**config.mk**
```make
export PLATFORM = sky130hd
export DESIGN_NAME = ascii_to_hid_keystroke_encoder
export DESIGN_NICKNAME = d
export VERILOG_FILES = /design/src/hw/rtl/a2h_pkg.sv /design/src/hw/rtl/a2h_front.sv /design/src/hw/rtl/a2h_jobq.sv /design/src/hw/rtl/a2h_back.sv /design/src/hw/rtl/ascii_to_hid_keystroke_encoder.sv
export SDC_FILE = /design/constraint.sdc
export NUM_CORES = 1
export LEC_CHECK = 0
export BUFFER_PORTS_ARGS = -buffer_cell sky130_fd_sc_hd__buf_2
export CAP_MARGIN = 10
export CORE_ASPECT_RATIO = 0.5
export CORE_UTILIZATION = 25
export DETAILED_ROUTE_END_ITERATION = 8
export RECOVER_POWER = 25
export REMOVE_ABC_BUFFERS = 1
export SETUP_SLACK_MARGIN = 0.4
export SYNTH_ARGS = -nofsm -noshare
export SYNTH_HDL_FRONTEND = slang
export SYNTH_SLANG_ARGS = --single-unit
```
**constraint.sdc**
```tcl
create_clock -name clk -period 3.7 [get_ports clk]
set_clock_uncertainty 0.15 [all_clocks]
set_input_delay 0.74 -clock clk [delete_from_list [all_inputs] [get_ports clk]]
set_output_delay 0.74 -clock clk [all_outputs]
set_load 0.05 [all_outputs]
```
**src/hw/rtl/a2h_pkg.sv**
```systemverilog
// Shared types, character codes and key-mapping functions for the text-to-HID
// report encoder. No dependencies; every other file in hw/rtl imports this.

package a2h_pkg;

	localparam int JOBQ_DEPTH = 2;

	// Bytes with a fixed meaning
	localparam logic [7:0] CH_END   = 8'h00;
	localparam logic [7:0] CH_CTRL  = 8'h03;
	localparam logic [7:0] CH_ALT   = 8'h04;
	localparam logic [7:0] CH_GUI   = 8'h05;
	localparam logic [7:0] CH_PAUSE = 8'h07;
	localparam logic [7:0] CH_TAB   = 8'h09;
	localparam logic [7:0] CH_LF    = 8'h0a;

	localparam logic [7:0] MOD_LSHIFT = 8'h02;

	localparam logic [7:0] KEY_NONE    = 8'h00;
	localparam logic [7:0] KEY_RETURN  = 8'h28;
	localparam logic [7:0] KEY_TAB     = 8'h2b;
	localparam logic [7:0] KEY_PERCENT = 8'h22;
	localparam logic [7:0] KEY_ZERO    = 8'h27;
	localparam logic [7:0] KEY_LBRACK  = 8'h30;
	localparam logic [7:0] KEY_RBRACK  = 8'h32;
	localparam logic [7:0] KEY_YEN     = 8'h87;
	localparam logic [7:0] KEY_CARET   = 8'h2e;
	localparam logic [7:0] KEY_BAR     = 8'h89;
	localparam logic [7:0] KEY_A       = 8'h04;

	// {modifier, usage} for ' ' through '?'
	localparam logic [15:0] SYM_TAB [32] = '{
		16'h002c, 16'h021e, 16'h021f, 16'h0220,
		16'h0221, 16'h0222, 16'h0223, 16'h0224,
		16'h0225, 16'h0226, 16'h0234, 16'h0233,
		16'h0036, 16'h002d, 16'h0037, 16'h0038,
		16'h0027, 16'h001e, 16'h001f, 16'h0020,
		16'h0021, 16'h0022, 16'h0023, 16'h0024,
		16'h0025, 16'h0026, 16'h0034, 16'h0033,
		16'h0236, 16'h022d, 16'h0237, 16'h0238
	};

	typedef struct packed {
		logic [7:0] modifier;
		logic [7:0] usage;
	} a2h_rpt_t;

	// One classified byte waiting for the back end
	typedef struct packed {
		logic [7:0] modifier;
		logic [7:0] usage;
		logic       pause;
		logic       endm;
		logic       is_hex;
		logic [7:0] chr;
	} a2h_job_t;

	function automatic a2h_rpt_t map_char(logic [7:0] c);
		a2h_rpt_t r;
		r = '0;
		priority if (c == CH_LF) begin
			r.usage = KEY_RETURN;
		end else if (c == CH_TAB) begin
			r.usage = KEY_TAB;
		end else if (c >= 8'h61 && c <= 8'h7a) begin
			r.usage = c - 8'h5d;
		end else if (c >= 8'h41 && c <= 8'h5a) begin
			r.modifier = MOD_LSHIFT;
			r.usage = c - 8'h3d;
		end else if (c >= 8'h20 && c <= 8'h3f) begin
			r.modifier = SYM_TAB[c[4:0]][15:8];
			r.usage = SYM_TAB[c[4:0]][7:0];
		end else if (c == 8'h5b) begin
			r.usage = KEY_LBRACK;
		end else if (c == 8'h5d) begin
			r.usage = KEY_RBRACK;
		end else if (c == 8'h7b) begin
			r.modifier = MOD_LSHIFT;
			r.usage = KEY_LBRACK;
		end else if (c == 8'h7d) begin
			r.modifier = MOD_LSHIFT;
			r.usage = KEY_RBRACK;
		end else if (c == 8'h5c) begin
			r.usage = KEY_YEN;
		end else if (c == 8'h5e) begin
			r.usage = KEY_CARET;
		end else if (c == 8'h7c) begin
			r.modifier = MOD_LSHIFT;
			r.usage = KEY_BAR;
		end else begin
			r = '0;
		end
		return r;
	endfunction

	// Report for one upper-case hex digit
	function automatic a2h_rpt_t hex_key(logic [3:0] n);
		a2h_rpt_t r;
		r = '0;
		if (n == 4'd0) begin
			r.usage = KEY_ZERO;
		end else if (n < 4'd10) begin
			r.usage = 8'h1d + {4'b0, n};
		end else begin
			r.modifier = MOD_LSHIFT;
			r.usage = KEY_A + {4'b0, n} - 8'd10;
		end
		return r;
	endfunction

	// Pending bits {gui, alt, ctrl} placed into the HID modifier byte
	function automatic logic [7:0] pend_to_hid(logic [2:0] p);
		return {4'b0, p[2], p[1], 1'b0, p[0]};
	endfunction

endpackage

```
**src/hw/rtl/a2h_front.sv**
```systemverilog
// Front end: takes text bytes, keeps the pending prefix modifiers and turns
// each non-prefix byte into one job for the queue. Uses a2h_pkg.

module a2h_front
	import a2h_pkg::*;
(
	input  logic       clk,
	input  logic       arst_n,
	input  logic       take,
	input  logic [7:0] char_byte,
	output logic       job_valid,
	output a2h_job_t   job
);

	logic [2:0] pend_q;
	logic       is_prefix;
	a2h_rpt_t   rpt;

	assign is_prefix = (char_byte == CH_CTRL) || (char_byte == CH_ALT) ||
		(char_byte == CH_GUI);

	always_comb begin
		rpt = map_char(char_byte);
		job = '0;
		job.chr = char_byte;
		job_valid = take && !is_prefix;
		priority if (char_byte == CH_END) begin
			job.endm = 1'b1;
		end else if (char_byte[7]) begin
			// '%' first, then two hex digits from the back end
			job.is_hex = 1'b1;
			job.modifier = MOD_LSHIFT | pend_to_hid(pend_q);
			job.usage = KEY_PERCENT;
		end else begin
			job.modifier = rpt.modifier | pend_to_hid(pend_q);
			job.usage = rpt.usage;
			job.pause = (char_byte == CH_PAUSE);
		end
	end

	always_ff @(posedge clk or negedge arst_n) begin
		if (!arst_n) begin
			pend_q <= '0;
		end else if (take) begin
			priority if (char_byte == CH_CTRL) begin
				pend_q <= pend_q | 3'b001;
			end else if (char_byte == CH_ALT) begin
				pend_q <= pend_q | 3'b010;
			end else if (char_byte == CH_GUI) begin
				pend_q <= pend_q | 3'b100;
			end else begin
				pend_q <= '0;
			end
		end
	end

endmodule

```
**src/hw/rtl/a2h_jobq.sv**
```systemverilog
// Short job queue between front and back end, register based.
// Uses a2h_pkg for the job type.

module a2h_jobq
	import a2h_pkg::*;
#(
	parameter int DEPTH = JOBQ_DEPTH
) (
	input  logic     clk,
	input  logic     arst_n,
	input  logic     wr,
	input  a2h_job_t wr_job,
	input  logic     rd,
	output logic     full,
	output logic     head_valid,
	output a2h_job_t head
);

	localparam int PW = (DEPTH > 1) ? $clog2(DEPTH) : 1;
	localparam int CW = $clog2(DEPTH + 1);

	a2h_job_t        mem_q [DEPTH];
	logic [PW-1:0]   wptr_q;
	logic [PW-1:0]   rptr_q;
	logic [CW-1:0]   cnt_q;

	assign full = (cnt_q == CW'(DEPTH));
	assign head_valid = (cnt_q != '0);
	assign head = mem_q[rptr_q];

	function automatic logic [PW-1:0] bump(logic [PW-1:0] p);
		return (p == PW'(DEPTH - 1)) ? '0 : p + 1'b1;
	endfunction

	always_ff @(posedge clk) begin
		if (wr) begin
			mem_q[wptr_q] <= wr_job;
		end
	end

	always_ff @(posedge clk or negedge arst_n) begin
		if (!arst_n) begin
			wptr_q <= '0;
			rptr_q <= '0;
			cnt_q <= '0;
		end else begin
			if (wr) begin
				wptr_q <= bump(wptr_q);
			end
			if (rd) begin
				rptr_q <= bump(rptr_q);
			end
			unique case ({wr, rd})
				2'b10:   cnt_q <= cnt_q + 1'b1;
				2'b01:   cnt_q <= cnt_q - 1'b1;
				default: cnt_q <= cnt_q;
			endcase
		end
	end

	a_no_overflow: assert property (@(posedge clk) disable iff (!arst_n)
		full && !rd |-> !wr) else $error("job queue overflow");
	a_no_underflow: assert property (@(posedge clk) disable iff (!arst_n)
		rd |-> head_valid) else $error("job queue read while empty");

endmodule

```
**src/hw/rtl/a2h_back.sv**
```systemverilog
// Back end: expands jobs into HID reports (one, or three for a percent
// encoded byte) and holds the oldest report in the output register.
// Uses a2h_pkg.

module a2h_back
	import a2h_pkg::*;
(
	input  logic       clk,
	input  logic       arst_n,
	input  logic       head_valid,
	input  a2h_job_t   head,
	output logic       head_rd,
	output logic       empty,
	input  logic       pop,
	output logic [7:0] modifier_bits,
	output logic [7:0] key_usage,
	output logic       pause_mark,
	output logic       end_mark,
	output logic       last_of_run
);

	logic [1:0] step_q;
	logic       out_valid_q;
	logic       load;
	logic       last;
	a2h_rpt_t   rpt;

	assign empty = !out_valid_q;
	assign load = head_valid && (!out_valid_q || pop);

	always_comb begin
		unique case (step_q)
			2'd1: begin
				rpt = hex_key(head.chr[7:4]);
				last = 1'b0;
			end
			2'd2: begin
				rpt = hex_key(head.chr[3:0]);
				last = 1'b1;
			end
			default: begin
				rpt.modifier = head.modifier;
				rpt.usage = head.usage;
				last = !head.is_hex;
			end
		endcase
	end

	assign head_rd = load && last;

	always_ff @(posedge clk) begin
		if (load) begin
			modifier_bits <= rpt.modifier;
			key_usage <= rpt.usage;
			pause_mark <= (step_q == 2'd0) && head.pause;
			end_mark <= (step_q == 2'd0) && head.endm;
			last_of_run <= last;
		end
	end

	always_ff @(posedge clk or negedge arst_n) begin
		if (!arst_n) begin
			out_valid_q <= 1'b0;
			step_q <= '0;
		end else begin
			if (load) begin
				out_valid_q <= 1'b1;
			end else if (pop) begin
				out_valid_q <= 1'b0;
			end
			// advance through the digits, back to zero on the last report
			if (load) begin
				step_q <= last ? 2'd0 : step_q + 2'd1;
			end
		end
	end

	a_step_range: assert property (@(posedge clk) disable iff (!arst_n)
		step_q != 2'd3) else $error("report step out of range");
	a_step_holds_job: assert property (@(posedge clk) disable iff (!arst_n)
		step_q != 2'd0 |-> head_valid && head.is_hex)
		else $error("hex expansion lost its job");
	a_output_held: assert property (@(posedge clk) disable iff (!arst_n)
		out_valid_q && !pop |=> out_valid_q && $stable(key_usage))
		else $error("waiting report changed");

endmodule

```
**src/hw/rtl/ascii_to_hid_keystroke_encoder.sv**
```systemverilog
// Top level of the text-to-HID report encoder: front end, job queue and
// back end. Depends on a2h_pkg, a2h_front, a2h_jobq and a2h_back.

// Takes one text byte per cycle while full is low and delivers HID reports
// (modifier byte, key usage, pause/end/last marks) through a one-entry output
// register read with pop. Prefix bytes 0x03/0x04/0x05 produce no report and
// add Ctrl/Alt/GUI to the next report (not to the end report of 0x00). A byte
// of 0x80 or more gives three reports and holds the back-end sequencer until
// its last report is loaded, the queue and pop backpressure absorbing the
// difference. Each byte's job is written to the job queue and its reports
// then to the output register. Sustained rate is one report per cycle while
// pop is held high, set by the single back-end report sequencer.

module ascii_to_hid_keystroke_encoder
	import a2h_pkg::*;
#(
	parameter int JOBQ_DEPTH_P = JOBQ_DEPTH
) (
	input  logic       clk,
	input  logic       arst_n,
	input  logic       push,
	output logic       full,
	input  logic [7:0] char_byte,
	output logic       empty,
	input  logic       pop,
	output logic [7:0] modifier_bits,
	output logic [7:0] key_usage,
	output logic       pause_mark,
	output logic       end_mark,
	output logic       last_of_run
);

	logic     take;
	logic     job_valid;
	a2h_job_t job;
	logic     head_valid;
	logic     head_rd;
	a2h_job_t head;

	assign take = push && !full;

	a2h_front u_front (
		.clk       (clk),
		.arst_n    (arst_n),
		.take      (take),
		.char_byte (char_byte),
		.job_valid (job_valid),
		.job       (job)
	);

	a2h_jobq #(
		.DEPTH (JOBQ_DEPTH_P)
	) u_jobq (
		.clk        (clk),
		.arst_n     (arst_n),
		.wr         (job_valid),
		.wr_job     (job),
		.rd         (head_rd),
		.full       (full),
		.head_valid (head_valid),
		.head       (head)
	);

	a2h_back u_back (
		.clk           (clk),
		.arst_n        (arst_n),
		.head_valid    (head_valid),
		.head          (head),
		.head_rd       (head_rd),
		.empty         (empty),
		.pop           (pop),
		.modifier_bits (modifier_bits),
		.key_usage     (key_usage),
		.pause_mark    (pause_mark),
		.end_mark      (end_mark),
		.last_of_run   (last_of_run)
	);

endmodule

```
==> impl_metrics.toml <==
[status]
status = "completed"

[layout]
multiInputGateArea_um2 = 2010
fin_util_pct = 29.8
nFillCells = 1696
postLayoutCellArea_um2 = 4920
final_common_cell = "edfxtp_1"
regArea_um2 = 2080
stdcell_count = 638
mostFrequentLayoutCells = "61 x edfxtp_1, 30 x ha_1, 26 x nand2_1"
final_layout_size_suffix_gt1_share_pct = 13.4
nets = 450
num_antenna_cells = 0
area_delta_synth_final_pct = 15.3

[worst_setup_path]
end_kind = "flip-flop"
rr_worst_depth = 7
cp_max_fo = 16
worst-setup-path-type = "reg2reg"
cp_data_required_time_ns = 3.81
crit_buf_inv = 1
cp_slowest_stage_delay_ns = 0.73
crit_chain = "clkbuf_1 -> mux2_2 -> o21ai_0 -> and2b_1 -> ha_1 -> nor2_1 -> xor2_1"
r2r_start = "u_jobq.rptr_q"
cpMaxStageDelayCell = "dfrtp_1"
reg2reg_slack_ns = 0.57
crit_family = "flip-flops"
r2r-end = "u_jobq.cnt_q[1]"
start_kind = "flip-flop"
worst-endpoint-arrival_ns = 3.24

[grt]
use_met1_pct = 13.7
use_met3_pct = 1.56
grt_first_pass_wirelength_um = 14300
grtUsageMet2_pct = 16.8
antenna_found_initial = 0
first_global_vias = 2813
grt_usage_pct = 10.3
grt_max_degree = 24
grt-busiest-layer = "met2"
grt_overflow = 0

[die]
dieArea_um2 = 17600
die_w_um = 187
die-height_um = 94.4
rows = 33
ios = 33
core_um2 = 16500
start_util_pct = 25.8

[detailed_routing]
drtIter0Drc = 137
ant_nets = 0
dr.pass1.iters = 4
post_drt_via_cell_ratio = 4.44
drc_errors = 0
routedWlPerCell_um = 13.8
dr_total_vias = 2831
finalWirelength_um = 8830

[placement]
place_area_um2 = 4650
globalplace.congestion = 0.860
placed_cells = 622
io_buffers = 28
dp_slack_ns = 0.754
post-dp-hpwl_um = 6560

[yosys]
synth_simple_gate_area_share_pct = 12.9
synth_adder_area_share_pct = 9.74
synthCells = 374
synth.distinct_cells = 65
synth_top_family_by_area = "compound AO/OA/AOI/OAI gates"
synth_compound_area_share_pct = 14.8
synth.cell_area_um2 = 4260
async_flop_share_pct = 14.1
muxShareOfSynthArea_pct = 5.96
synth_edf_count = 61
ys_ff_latch = 71
yosysSeqAreaShare_pct = 48.8
synth-xor-area-share_pct = 3.08
synth_warnings = 0
synth_ff_type = "edfxtp_1"
avgSynthCellArea_um2 = 11.4

[power_and_ir_drop]
leakagePower_nw = 1.90
pwr-share-comb_pct = 46.5
sw_frac_of_total_pct = 42.3
pwr-share-clk_pct = 20.3
switchingPower_mw = 1.69
seqPwrFrac_pct = 33.2
p_per_area_nw_per_um2 = 810
p_int_mw = 2.30
ir_drop_mv = 0.304

[sta]
relSlewSlack_pct = 24.3
hold_viol = 0
finalSetupTns_ns = 0
setup_ws_ns = 0.567
drv_slew = 0
fmax_ghz = 0.319
max_slew.worst_pin.slew_ns = 1.14
rsz0062_at_grt = "no"
fin_crit_sh_pct = 84.7
finalCriticalPeriod_ns = 3.13
setup_viol = 0

[clock_tree]
cts_tree = "yes"
insertion_delay_ns = 0.33
cts-root-buf = "clkbuf_16"
cts_made_buffers = 9
path_clk_slew_ns = 0.06
post_cts.repair.setup_buffers = 0
ctsResizeCount = 0
ctsHoldBuffers = 0
htree_levels = 3
cts.path.max_buffers = 2
clock-sinks = 71

[min_path]
min_path_type = "in2async"

[job]
cap_violations = 0
-- layout make-up --
cell class	instances	area share [%]
Clock inverter	7	1.27
Tap cell	227	5.78
Timing Repair Buffer	36	3.56
Clock buffer	9	4.58
Sequential cell	71	42.4
Multi-Input combinational cell	267	40.9
Inverter	21	1.60
-- cells by family (layout without fill, tap and decap cells) --
| logic type | Yosys count | count (layout) |
|---|---|---|
| xor gates and xnor gates | 15 | 15 |
| AOI/OAI and AO/OA | 89 | 89 |
| and+or+nand+nor | 101 | 101 |
| muxes | 24 | 24 |
| adders and majority gates | 32 | 32 |
| DFF | 71 | 71 |
| other | 1 | 6 |
| buffers and inverters | 41 | 73 |
-- sequential cells by signal, indices dropped and copies added, names as in the netlist --
name / count
u_back.key_usage: 8
u_jobq.rptr_q: 1
u_front.pend_q: 3
u_back.pause_mark: 1
u_jobq.cnt_q: 2
u_jobq.wptr_q: 1
u_back.out_valid_q: 1
u_back.step_q: 2
u_back.modifier_bits: 4
u_back.last_of_run: 1
u_back.end_mark: 1
u_jobq.mem_q: 46
-- power by group through the flow --
stage               logic [mW]  registers, mW  clock network [mW]
finish                    1.85           1.32               0.808
CTS                       1.88           1.32               0.829
global placement          1.86           1.34                   0
detailed placement        1.88           1.34                   0
floorplan                 1.05           1.66                   0
global route              2.04           1.36               0.859
-- metrics by stage --
step | hold WS (ns) | power [mW]
after CTS | 0.125 | 4.04
final | 0.250 | 3.98
after global placement | 0.330 | 3.20
after floorplan | 0.292 | 2.71
after detailed placement | 0.320 | 3.21
after global routing | 0.293 | 4.26
-- synth_stat cells (all sizes together) (5+ instances only) --
cell type	instances	area share [%]
nand2	26	2.3
dfrtp	10	5.9
clkbuf	6	0.56
and2	6	0.88
nand3	10	1.2
ha	30	8.8
xor2	6	1.2
a21o	7	1.2
edfxtp	61	43
o21ai	22	2.6
xnor2	9	1.8
inv	21	1.8
nand2b	6	0.94
nor2	27	2.4
mux2i	16	3.8
a211oi	8	1.4
nor2b	5	0.91
buf	14	2.2
mux2	8	2.2
a21oi	21	2.8
-- worst max path at each step --
stage	depth (start not counted)	startpoint	slack, ns	to
finish	7	u_jobq.rptr_q	0.57	u_jobq.cnt_q[1]
global route	7	u_jobq.rptr_q	0.27	u_jobq.cnt_q[1]
CTS	6	u_jobq.rptr_q	0.80	u_back.key_usage[5]
detailed placement	7	char_byte[1]	0.75	u_jobq.mem_q[0][16]
global placement	7	char_byte[1]	0.72	u_jobq.mem_q[0][16]
floorplan	6	u_jobq.rptr_q	0.42	u_back.key_usage[5]
-- layer usage --
metal / vias to the layer above / share of wire [%]
met3: 16 / 2.3
met5: - / 0
met1: 1342 / 51
li1: 1419 / -
met2: 54 / 44
met4: 0 / 2.0
Power figures use the tool's default switching activity.
